==> src/design/psl_pkg.sv <==
// shared types and constants for the pot smoother with lock
// no dependencies; imported by every module of the block
package psl_pkg;

	localparam int NUM_CHANNELS = 16;
	localparam int CH_W = (NUM_CHANNELS > 1) ? $clog2(NUM_CHANNELS) : 1;

	localparam int VAL_W = 20;
	localparam int TIME_W = 32;
	localparam int RAW_W = 12;
	localparam int ALPHA_W = 16;
	localparam int TMO_W = 16;
	localparam int CHAN_W = 5;

	// multiply-accumulate widths: 17-bit weight times 20-bit value; the accumulator is as wide as the product
	localparam int MAC_A_W = ALPHA_W + 1;
	localparam int MAC_ACC_W = MAC_A_W + VAL_W;

	localparam logic [CHAN_W:0] CH_LIMIT = (CHAN_W + 1)'(NUM_CHANNELS);
	localparam logic [VAL_W-1:0] MID_SCALE = 20'd524160;
	localparam logic [MAC_ACC_W-1:0] ROUND_HALF = MAC_ACC_W'(32768);
	localparam logic [MAC_A_W-1:0] ALPHA_ONE = MAC_A_W'(65536);

	localparam logic [VAL_W-1:0] LOCKED_THR_RST = 20'd52416;
	localparam logic [VAL_W-1:0] ACTIVE_THR_RST = 20'd10483;
	localparam logic [TMO_W-1:0] LOCK_TMO_RST = 16'd1000;
	localparam logic [ALPHA_W-1:0] EMA_ALPHA_RST = 16'd10486;

	localparam int S_TDATA_W = 56;
	localparam int M_TDATA_W = 48;

	typedef enum logic [1:0] {
		ACT_SAMPLE   = 2'd0,
		ACT_PRELOAD  = 2'd1,
		ACT_LOCK_ALL = 2'd2,
		ACT_QUERY    = 2'd3
	} action_t;

	typedef enum logic [1:0] {
		REG_LOCKED_THR = 2'd0,
		REG_ACTIVE_THR = 2'd1,
		REG_LOCK_TMO   = 2'd2,
		REG_EMA_ALPHA  = 2'd3
	} cfg_reg_t;

	// control of the shared multiply-accumulate unit
	typedef struct packed {
		logic en;
		logic clr;
	} mac_ctl_t;

endpackage

==> src/design/psl_mac.sv <==
// shared multiply-accumulate unit of the pot smoother
// depends on psl_pkg for widths, rounding constant and the control struct
module psl_mac (
	input  logic                             clk,
	input  psl_pkg::mac_ctl_t                ctl,
	input  logic [psl_pkg::MAC_A_W-1:0]      op_a,
	input  logic [psl_pkg::VAL_W-1:0]        op_b,
	output logic [psl_pkg::MAC_ACC_W-1:0]    acc
);
	import psl_pkg::*;

	logic [MAC_ACC_W-1:0] acc_q;
	logic [MAC_ACC_W-1:0] prod;
	logic [MAC_ACC_W-1:0] base;

	assign prod = MAC_ACC_W'(op_a) * MAC_ACC_W'(op_b);
	// clear seeds the accumulator with the rounding half
	assign base = ctl.clr ? ROUND_HALF : acc_q;

	always_ff @(posedge clk) begin
		if (ctl.en) begin
			acc_q <= base + prod;
		end
	end

	assign acc = acc_q;

endmodule

==> src/design/pot_smoother_with_lock.sv <==
// top level of the pot smoother with lock: sequencer, channel stores, config
// depends on psl_pkg and psl_mac
// a sample passes through the read, multiply (MUL1, MUL2), compare and done states;
// preload, lock-all, query and out-of-range items go from read straight to compare
// the two ema products share one multiplier, one product per cycle, which sets the sample time
// one item at a time: s_axis_tready is high only while the sequencer is idle
// a finished result waits in the output register while the next item is taken
// reset: config registers to defaults, move timers to zero, lock flags cleared;
// smoothed and baseline entries are undefined until a channel is preloaded, no clearing pass
module pot_smoother_with_lock (
	input  logic                           clk,
	input  logic                           arst_n,
	// input stream
	input  logic                           s_axis_tvalid,
	output logic                           s_axis_tready,
	input  logic [psl_pkg::S_TDATA_W-1:0]  s_axis_tdata,  // channel, raw_sample, now_ms, zero pad
	input  logic [1:0]                     s_axis_tuser,  // action
	// result stream
	output logic                           m_axis_tvalid,
	input  logic                           m_axis_tready,
	output logic [psl_pkg::M_TDATA_W-1:0]  m_axis_tdata,  // changed, sent_value, smoothed_value,
	                                                      // channel_ok, zero pad
	// config write port
	input  logic                           cfg_we,
	input  logic [1:0]                     cfg_index,
	input  logic [psl_pkg::VAL_W-1:0]      cfg_data
);
	import psl_pkg::*;

	// one-hot sequencer
	typedef enum logic [5:0] {
		S_IDLE = 6'b000001,
		S_READ = 6'b000010,
		S_MUL1 = 6'b000100,
		S_MUL2 = 6'b001000,
		S_CMP  = 6'b010000,
		S_DONE = 6'b100000
	} state_t;

	state_t state_q, state_d;

	// config registers
	logic [VAL_W-1:0]   locked_thr_q;
	logic [VAL_W-1:0]   active_thr_q;
	logic [TMO_W-1:0]   lock_tmo_q;
	logic [ALPHA_W-1:0] ema_alpha_q;

	// latched input item
	action_t            action_q;
	logic [CHAN_W-1:0]  ch_q;
	logic [RAW_W-1:0]   raw_q;
	logic [TIME_W-1:0]  now_q;

	// channel stores; last-move entries read as zero unless their valid bit is set
	logic [VAL_W-1:0]  smooth_mem [NUM_CHANNELS];
	logic [VAL_W-1:0]  base_mem   [NUM_CHANNELS];
	logic [TIME_W-1:0] move_mem   [NUM_CHANNELS];
	logic [NUM_CHANNELS-1:0] move_valid_q;
	// set by lock-all: baseline of the channel equals its smoothed value
	logic [NUM_CHANNELS-1:0] sync_q;

	logic [VAL_W-1:0]  rd_smooth_q;
	logic [VAL_W-1:0]  rd_base_q;
	logic [TIME_W-1:0] rd_move_q;

	// result and output registers
	logic [M_TDATA_W-1:0] res_q;
	logic [M_TDATA_W-1:0] m_data_q;
	logic                 m_valid_q;

	// datapath
	logic [CH_W-1:0]      addr;
	logic [VAL_W-1:0]     sample_fx;
	logic                 ok_w;
	logic                 is_sample;
	logic                 is_preload;
	logic                 is_lock_all;
	mac_ctl_t             mac_ctl;
	logic [MAC_A_W-1:0]   mac_a;
	logic [VAL_W-1:0]     mac_b;
	logic [MAC_ACC_W-1:0] mac_acc;
	logic [VAL_W-1:0]     s_new;
	logic [VAL_W-1:0]     base_w;
	logic [TIME_W-1:0]    move_w;
	logic [TIME_W-1:0]    elapsed;
	logic [VAL_W-1:0]     thr_w;
	logic [VAL_W-1:0]     diff_w;
	logic                 chg_w;
	logic                 changed_w;
	logic [VAL_W-1:0]     sent_w;
	logic [VAL_W-1:0]     smooth_out_w;
	logic                 in_xfer;
	logic                 out_free;

	assign in_xfer = s_axis_tvalid && s_axis_tready;
	assign s_axis_tready = (state_q == S_IDLE);
	// output register can take a new result
	assign out_free = !m_valid_q || m_axis_tready;

	assign addr = ch_q[CH_W-1:0];
	assign sample_fx = {raw_q, 8'h00};
	assign ok_w = {1'b0, ch_q} < CH_LIMIT;
	assign is_sample = ok_w && (action_q == ACT_SAMPLE);
	assign is_preload = ok_w && (action_q == ACT_PRELOAD);
	assign is_lock_all = (action_q == ACT_LOCK_ALL);

	// sequencer
	always_comb begin
		state_d = state_q;
		unique case (state_q)
			S_IDLE: begin
				if (in_xfer) state_d = S_READ;
			end
			S_READ: begin
				// only an in-range sample needs the multiplier
				state_d = is_sample ? S_MUL1 : S_CMP;
			end
			S_MUL1: state_d = S_MUL2;
			S_MUL2: state_d = S_CMP;
			S_CMP:  state_d = S_DONE;
			S_DONE: begin
				if (out_free) state_d = S_IDLE;
			end
			default: state_d = S_IDLE;
		endcase
	end

	always_ff @(posedge clk or negedge arst_n) begin
		if (!arst_n) begin
			state_q <= S_IDLE;
		end else begin
			state_q <= state_d;
		end
	end

	// config writes
	always_ff @(posedge clk or negedge arst_n) begin
		if (!arst_n) begin
			locked_thr_q <= LOCKED_THR_RST;
			active_thr_q <= ACTIVE_THR_RST;
			lock_tmo_q <= LOCK_TMO_RST;
			ema_alpha_q <= EMA_ALPHA_RST;
		end else if (cfg_we) begin
			unique case (cfg_reg_t'(cfg_index))
				REG_LOCKED_THR: locked_thr_q <= cfg_data;
				REG_ACTIVE_THR: active_thr_q <= cfg_data;
				REG_LOCK_TMO:   lock_tmo_q <= cfg_data[TMO_W-1:0];
				REG_EMA_ALPHA:  ema_alpha_q <= cfg_data[ALPHA_W-1:0];
				default: ;
			endcase
		end
	end

	// input capture
	always_ff @(posedge clk) begin
		if (in_xfer) begin
			action_q <= action_t'(s_axis_tuser);
			ch_q <= s_axis_tdata[CHAN_W-1:0];
			raw_q <= s_axis_tdata[CHAN_W +: RAW_W];
			now_q <= s_axis_tdata[CHAN_W + RAW_W +: TIME_W];
		end
	end

	// store reads, registered
	always_ff @(posedge clk) begin
		if (state_q == S_READ) begin
			rd_smooth_q <= smooth_mem[addr];
			rd_base_q <= base_mem[addr];
			rd_move_q <= move_mem[addr];
		end
	end

	// shared multiplier: alpha * sample first, then (1 - alpha) * previous average
	always_comb begin
		mac_ctl = '0;
		mac_a = '0;
		mac_b = '0;
		if (state_q == S_MUL1) begin
			mac_ctl.en = 1'b1;
			mac_ctl.clr = 1'b1;
			mac_a = {1'b0, ema_alpha_q};
			mac_b = sample_fx;
		end else if (state_q == S_MUL2) begin
			mac_ctl.en = 1'b1;
			mac_a = ALPHA_ONE - {1'b0, ema_alpha_q};
			mac_b = rd_smooth_q;
		end
	end

	psl_mac u_mac (
		.clk (clk),
		.ctl (mac_ctl),
		.op_a(mac_a),
		.op_b(mac_b),
		.acc (mac_acc)
	);

	// deadband decision
	always_comb begin
		s_new = mac_acc[ALPHA_W +: VAL_W];
		// after lock-all the baseline is the smoothed value read from the store
		base_w = sync_q[addr] ? rd_smooth_q : rd_base_q;
		move_w = move_valid_q[addr] ? rd_move_q : '0;
		elapsed = now_q - move_w;
		// recently moved channels use the fine threshold
		thr_w = (elapsed < {16'd0, lock_tmo_q}) ? active_thr_q : locked_thr_q;
		diff_w = (s_new >= base_w) ? (s_new - base_w) : (base_w - s_new);
		chg_w = diff_w > thr_w;
		changed_w = is_sample && chg_w;
		sent_w = changed_w ? s_new : '0;
		if (!ok_w) begin
			smooth_out_w = MID_SCALE;
		end else if (is_sample) begin
			smooth_out_w = s_new;
		end else if (is_preload) begin
			smooth_out_w = sample_fx;
		end else begin
			smooth_out_w = rd_smooth_q;
		end
	end

	// store writes
	always_ff @(posedge clk) begin
		if (state_q == S_CMP) begin
			if (is_preload) begin
				smooth_mem[addr] <= sample_fx;
				base_mem[addr] <= sample_fx;
			end else if (is_sample) begin
				smooth_mem[addr] <= s_new;
				// folds a pending lock-all baseline into the store
				base_mem[addr] <= chg_w ? s_new : base_w;
				if (chg_w) move_mem[addr] <= now_q;
			end
		end
	end

	// lock flags and move-timer valid bits
	always_ff @(posedge clk or negedge arst_n) begin
		if (!arst_n) begin
			move_valid_q <= '0;
			sync_q <= '0;
		end else if (state_q == S_CMP) begin
			if (is_lock_all) begin
				// clears every move timer and re-baselines every channel at once
				move_valid_q <= '0;
				sync_q <= '1;
			end else if (is_preload) begin
				move_valid_q[addr] <= 1'b0;
				sync_q[addr] <= 1'b0;
			end else if (is_sample) begin
				sync_q[addr] <= 1'b0;
				if (chg_w) move_valid_q[addr] <= 1'b1;
			end
		end
	end

	// result capture
	always_ff @(posedge clk) begin
		if (state_q == S_CMP) begin
			res_q <= {6'd0, ok_w, smooth_out_w, sent_w, changed_w};
		end
	end

	// output register
	always_ff @(posedge clk or negedge arst_n) begin
		if (!arst_n) begin
			m_valid_q <= 1'b0;
		end else if ((state_q == S_DONE) && out_free) begin
			m_valid_q <= 1'b1;
		end else if (m_axis_tready) begin
			m_valid_q <= 1'b0;
		end
	end

	always_ff @(posedge clk) begin
		if ((state_q == S_DONE) && out_free) begin
			m_data_q <= res_q;
		end
	end

	assign m_axis_tvalid = m_valid_q;
	assign m_axis_tdata = m_data_q;

endmodule

==> config.mk <==
export PLATFORM = sky130hd
export DESIGN_NAME = pot_smoother_with_lock
export DESIGN_NICKNAME = d
export VERILOG_FILES = /design/src/design/psl_pkg.sv /design/src/design/psl_mac.sv /design/src/design/pot_smoother_with_lock.sv
export SDC_FILE = /design/constraint.sdc
export NUM_CORES = 2
export LEC_CHECK = 0
export BUFFER_PORTS_ARGS = -buffer_cell sky130_fd_sc_hd__buf_2
export CAP_MARGIN = 0
export CORE_UTILIZATION = 45
export DETAILED_ROUTE_END_ITERATION = 10
export HOLD_SLACK_MARGIN = 0.1
export SLEW_MARGIN = 0
export SYNTH_ARGS = -nofsm -noshare
export SYNTH_HDL_FRONTEND = slang
export SYNTH_SLANG_ARGS = --single-unit
==> constraint.sdc <==
create_clock -name clk -period 25.2 [get_ports clk]
set_clock_uncertainty 0.05 [all_clocks]
set_input_delay 5.04 -clock clk [delete_from_list [all_inputs] [get_ports clk]]
set_output_delay 5.04 -clock clk [all_outputs]
set_load 0.005 [all_outputs]
==> flow_summary_export.csv <==
group,metric,value,unit
grt,overflow,0,
synthesis,synthTopCellsByCount,"edfxtp_1 (1,395), inv_1 (427), nand2_1 (394)",
sta,min_period_over_period,49.4,%
grt,grt_use_met3,3.70,%
grt,antenna_found_initial,4,
sta,hold-worst-slack,367,ps
cts,clockBufferDepth,3,
synthesis,synthTopCellsByArea,"edfxtp_1 (57%), mux4_2 (11%), fa_1 (8.3%), ha_1 (3.6%), dfrtp_1 (2.8%)",
cts,clock_sinks,1506,
setup_path,slowest_stage,"buf_4",
sta,hold_viol_final,0,
sta,worst_slew_pin_slew,1230,ps
synthesis,async_reset_ff_share,7.37,%
grt,grt_first_pass_wirelength,275000,microns
grt,grt_usage,22.9,%
setup_path,crit_path_start,"ch_q[1]",
cells_and_area,fillers,13320,
route,first_iter_violations,3659,
cells_and_area,multi_input_area,26600,sq um
cells_and_area,seq_area,44700,sq um
synthesis,synth_cell_type_count,77,
route,wl_per_cell,26.1,microns
synthesis,synth_area_per_cell,15.9,sq um
cts,cts_root_buf,"clkbuf_16",
cts,cts_resized,0,
setup_path,reg2reg_to,"move_mem[6][2]",
floorplan,fp.coreArea,161000,sq um
synthesis,yosysMostFrequentCell,"edfxtp_1",
synthesis,netlist_area,73500,sq um
route,route.detailed.drc,0,
synthesis,yosys.area.top_type_share,57.0,%
floorplan,io_pins,135,
floorplan,die_h,406,microns
setup_path,path_max_fanout,67,
sta,fin_tns_setup,0,ps
power_and_ir_drop,p_per_area,83.8,nW/um^2
grt,grt_util_met2,35.9,%
power_and_ir_drop,ir_worst_vdd,0.0845,mV
setup_path,endpoint,"move_mem[6][2]",
route,ant_nets,0,
setup_path,worstPathRequired,25570,ps
grt,grt.busiest_layer,"met2",
cts,clkSlewWorstSetupHoldPaths,60,ps
setup_path,end_kind,"register",
cells_and_area,final_core_util,51.0,%
placement,routabilityCongestion,0.893,
cts,cts_hold_buf,0,
grt,grt_pass1_vias,41555,
setup_path,rrSetupSlack,12760,ps
placement,place.port_buffers,121,
setup_path,arrival,12820,ps
run_status,status,"complete, no violations",
grt,groute.layer.met1.usage,32.9,%
placement,dp_hpwl,114000,microns
cells_and_area,drive_gt1_share,20.8,%
setup_path,cpPeakStageDelay,920,ps
sta,setup_viol,0,
floorplan,die_w,406,microns
synthesis,syn_inst,4620,
sta,rsz0062_at_grt,"false",
cts,clk_latency,800,ps
route,vias,40307,
route,dr.pass1.iters,7,
run,drv_cap,0,
route,vias_per_cell,5.69,
setup_path,ff2ff_path_depth,38,
sta,fmax,80.4,MHz
worst_hold_path,hold_path.class,"register to register",
cells_and_area,area_growth,11.9,%
cts,cts_max_level,4,
cells_and_area,fin_nets,5394,
synthesis,synth_flop_cell,"edfxtp_1",
synthesis,synth_top_area_cell,"edfxtp_1",
sta,final.min_clock_period,12440,ps
synthesis,seq_area_frac_synth,60.8,%
cts,post_cts_buffers,0,
synthesis,ys_ff_latch,1506,
synthesis,yosys_warnings,0,
cells_and_area,insertedDiodeCount,0,
sta,drv_slew,0,
cts,cts_buffers,158,
grt,grt_max_degree,102,
power_and_ir_drop,p_leak,0.0298,uW
setup_path,critPathKind,"register to register",
sta,slew_headroom,17.9,%
floorplan,die_area,165000,sq um
cts,cts_tree,"built",
floorplan,rows,147,
route,drt_wl_total,185000,microns
floorplan,start_util,45.5,%
setup_path,worstSetupStartpointType,"register",
setup_path,critPathMostFrequentCell,"buf_4",
synthesis,synth_edf_count,1395,
setup_path,regToRegStartpoint,"ch_q[1]",
==> cells in the final DEF (no fill, tap or decap), drive strengths merged, types with 27 or more instances in the layout <==
| master | instances |
|---|---|
| a21o | 54 |
| a21oi | 113 |
| and2 | 39 |
| and3 | 29 |
| buf | 243 |
| clkbuf | 201 |
| clkinv | 60 |
| dfrtp | 82 |
| dfstp | 29 |
| edfxtp | 1395 |
| fa | 306 |
| ha | 209 |
| inv | 435 |
| mux2 | 97 |
| mux2i | 57 |
| mux4 | 369 |
| nand2 | 394 |
| nand3 | 40 |
| nor2 | 221 |
| nor2b | 27 |
| o21ai | 147 |
| xnor2 | 64 |
| xor2 | 29 |
==> logic make-up after synthesis <==
family | after synthesis | synth area share (%)
muxes | 523 | 13.6
buffers and inverters | 662 | 3.45
and+or+nand+nor | 860 | 5.19
AOI/OAI and AO/OA | 460 | 3.93
other | 1 | 0.00510
adders and majority gates | 515 | 11.9
DFF | 1506 | 60.8
xor gates and xnor gates | 93 | 1.11
==> layer usage <==
| layer | wire length [microns] | share of wire (%) | vias up |
|---|---|---|---|
| met5 | 10 | 0.0054 | - |
| met4 | 5250 | 2.8 | 2 |
| li1 | - | - | 17434 |
| met1 | 79900 | 43 | 21262 |
| met3 | 12800 | 6.9 | 278 |
| met2 | 86600 | 47 | 1331 |
==> worst min-delay path by stage <==
stage | start | end | slack, ps | cells past startpoint
after floorplan | res_q[0] | m_axis_tdata[0] | 350 | 0
after CTS | res_q[1] | m_axis_tdata[1] | 370 | 0
after detailed placement | res_q[1] | m_axis_tdata[1] | 350 | 0
after global routing | res_q[16] | m_axis_tdata[16] | 380 | 0
after global placement | res_q[16] | m_axis_tdata[16] | 350 | 0
final | res_q[1] | m_axis_tdata[1] | 370 | 0
==> registers in the layout, indices dropped and copies added (netlist names) <==
register / flops
raw_q: 12
res_q: 42
u_mac.acc: 36
m_axis_tvalid: 1
rd_smooth_q: 20
m_axis_tdata: 42
base_mem: 320
ch_q: 5
lock_tmo_q: 16
move_mem: 512
rd_move_q: 32
rd_base_q: 20
sync_q: 16
active_thr_q: 20
state_q: 6
smooth_mem: 320
move_valid_q: 16
locked_thr_q: 20
ema_alpha_q: 16
action_q: 2
now_q: 32
==> worst max-delay path, delay by kind of cell (launching register included) <==
kind / cells / cell delay, ps
adders and majority gates: 4 / 1210
AOI/OAI and AO/OA: 7 / 1490
muxes: 3 / 890
and+or+nand+nor: 17 / 4360
xor gates and xnor gates: 1 / 180
DFF: 1 / 350
buffers and inverters: 6 / 3390
==> per-stage QoR <==
stage | instances | instance area (sq um) | power, uW | setup slack, ps
3_3_place_gp | 6794 | 77200 | 4630 | 12800
6_report | 7083 | 82200 | 6890 | 12760
3_5_place_dp | 6794 | 77200 | 4640 | 12720
5_1_grt | 7083 | 82200 | 7170 | 11960
2_1_floorplan | 4625 | 73500 | 4100 | 16550
4_1_cts | 7083 | 82200 | 6940 | 12670
==> final cells by class <==
type | count | area share, %
clock buffers | 201 | 5.20
inverters | 428 | 1.96
repair buffers | 243 | 1.88
clock inverters | 88 | 0.971
well taps | 2160 | 3.29
multi-input cells | 2457 | 32.3
flip-flops and latches | 1506 | 54.4
==> power by group <==
part	internal [uW]	switching [uW]
logic	605	939
clock network	1330	965
registers	2930	113
total	4870	2020
No activity file was read; power rests on OpenSTA's default activity.
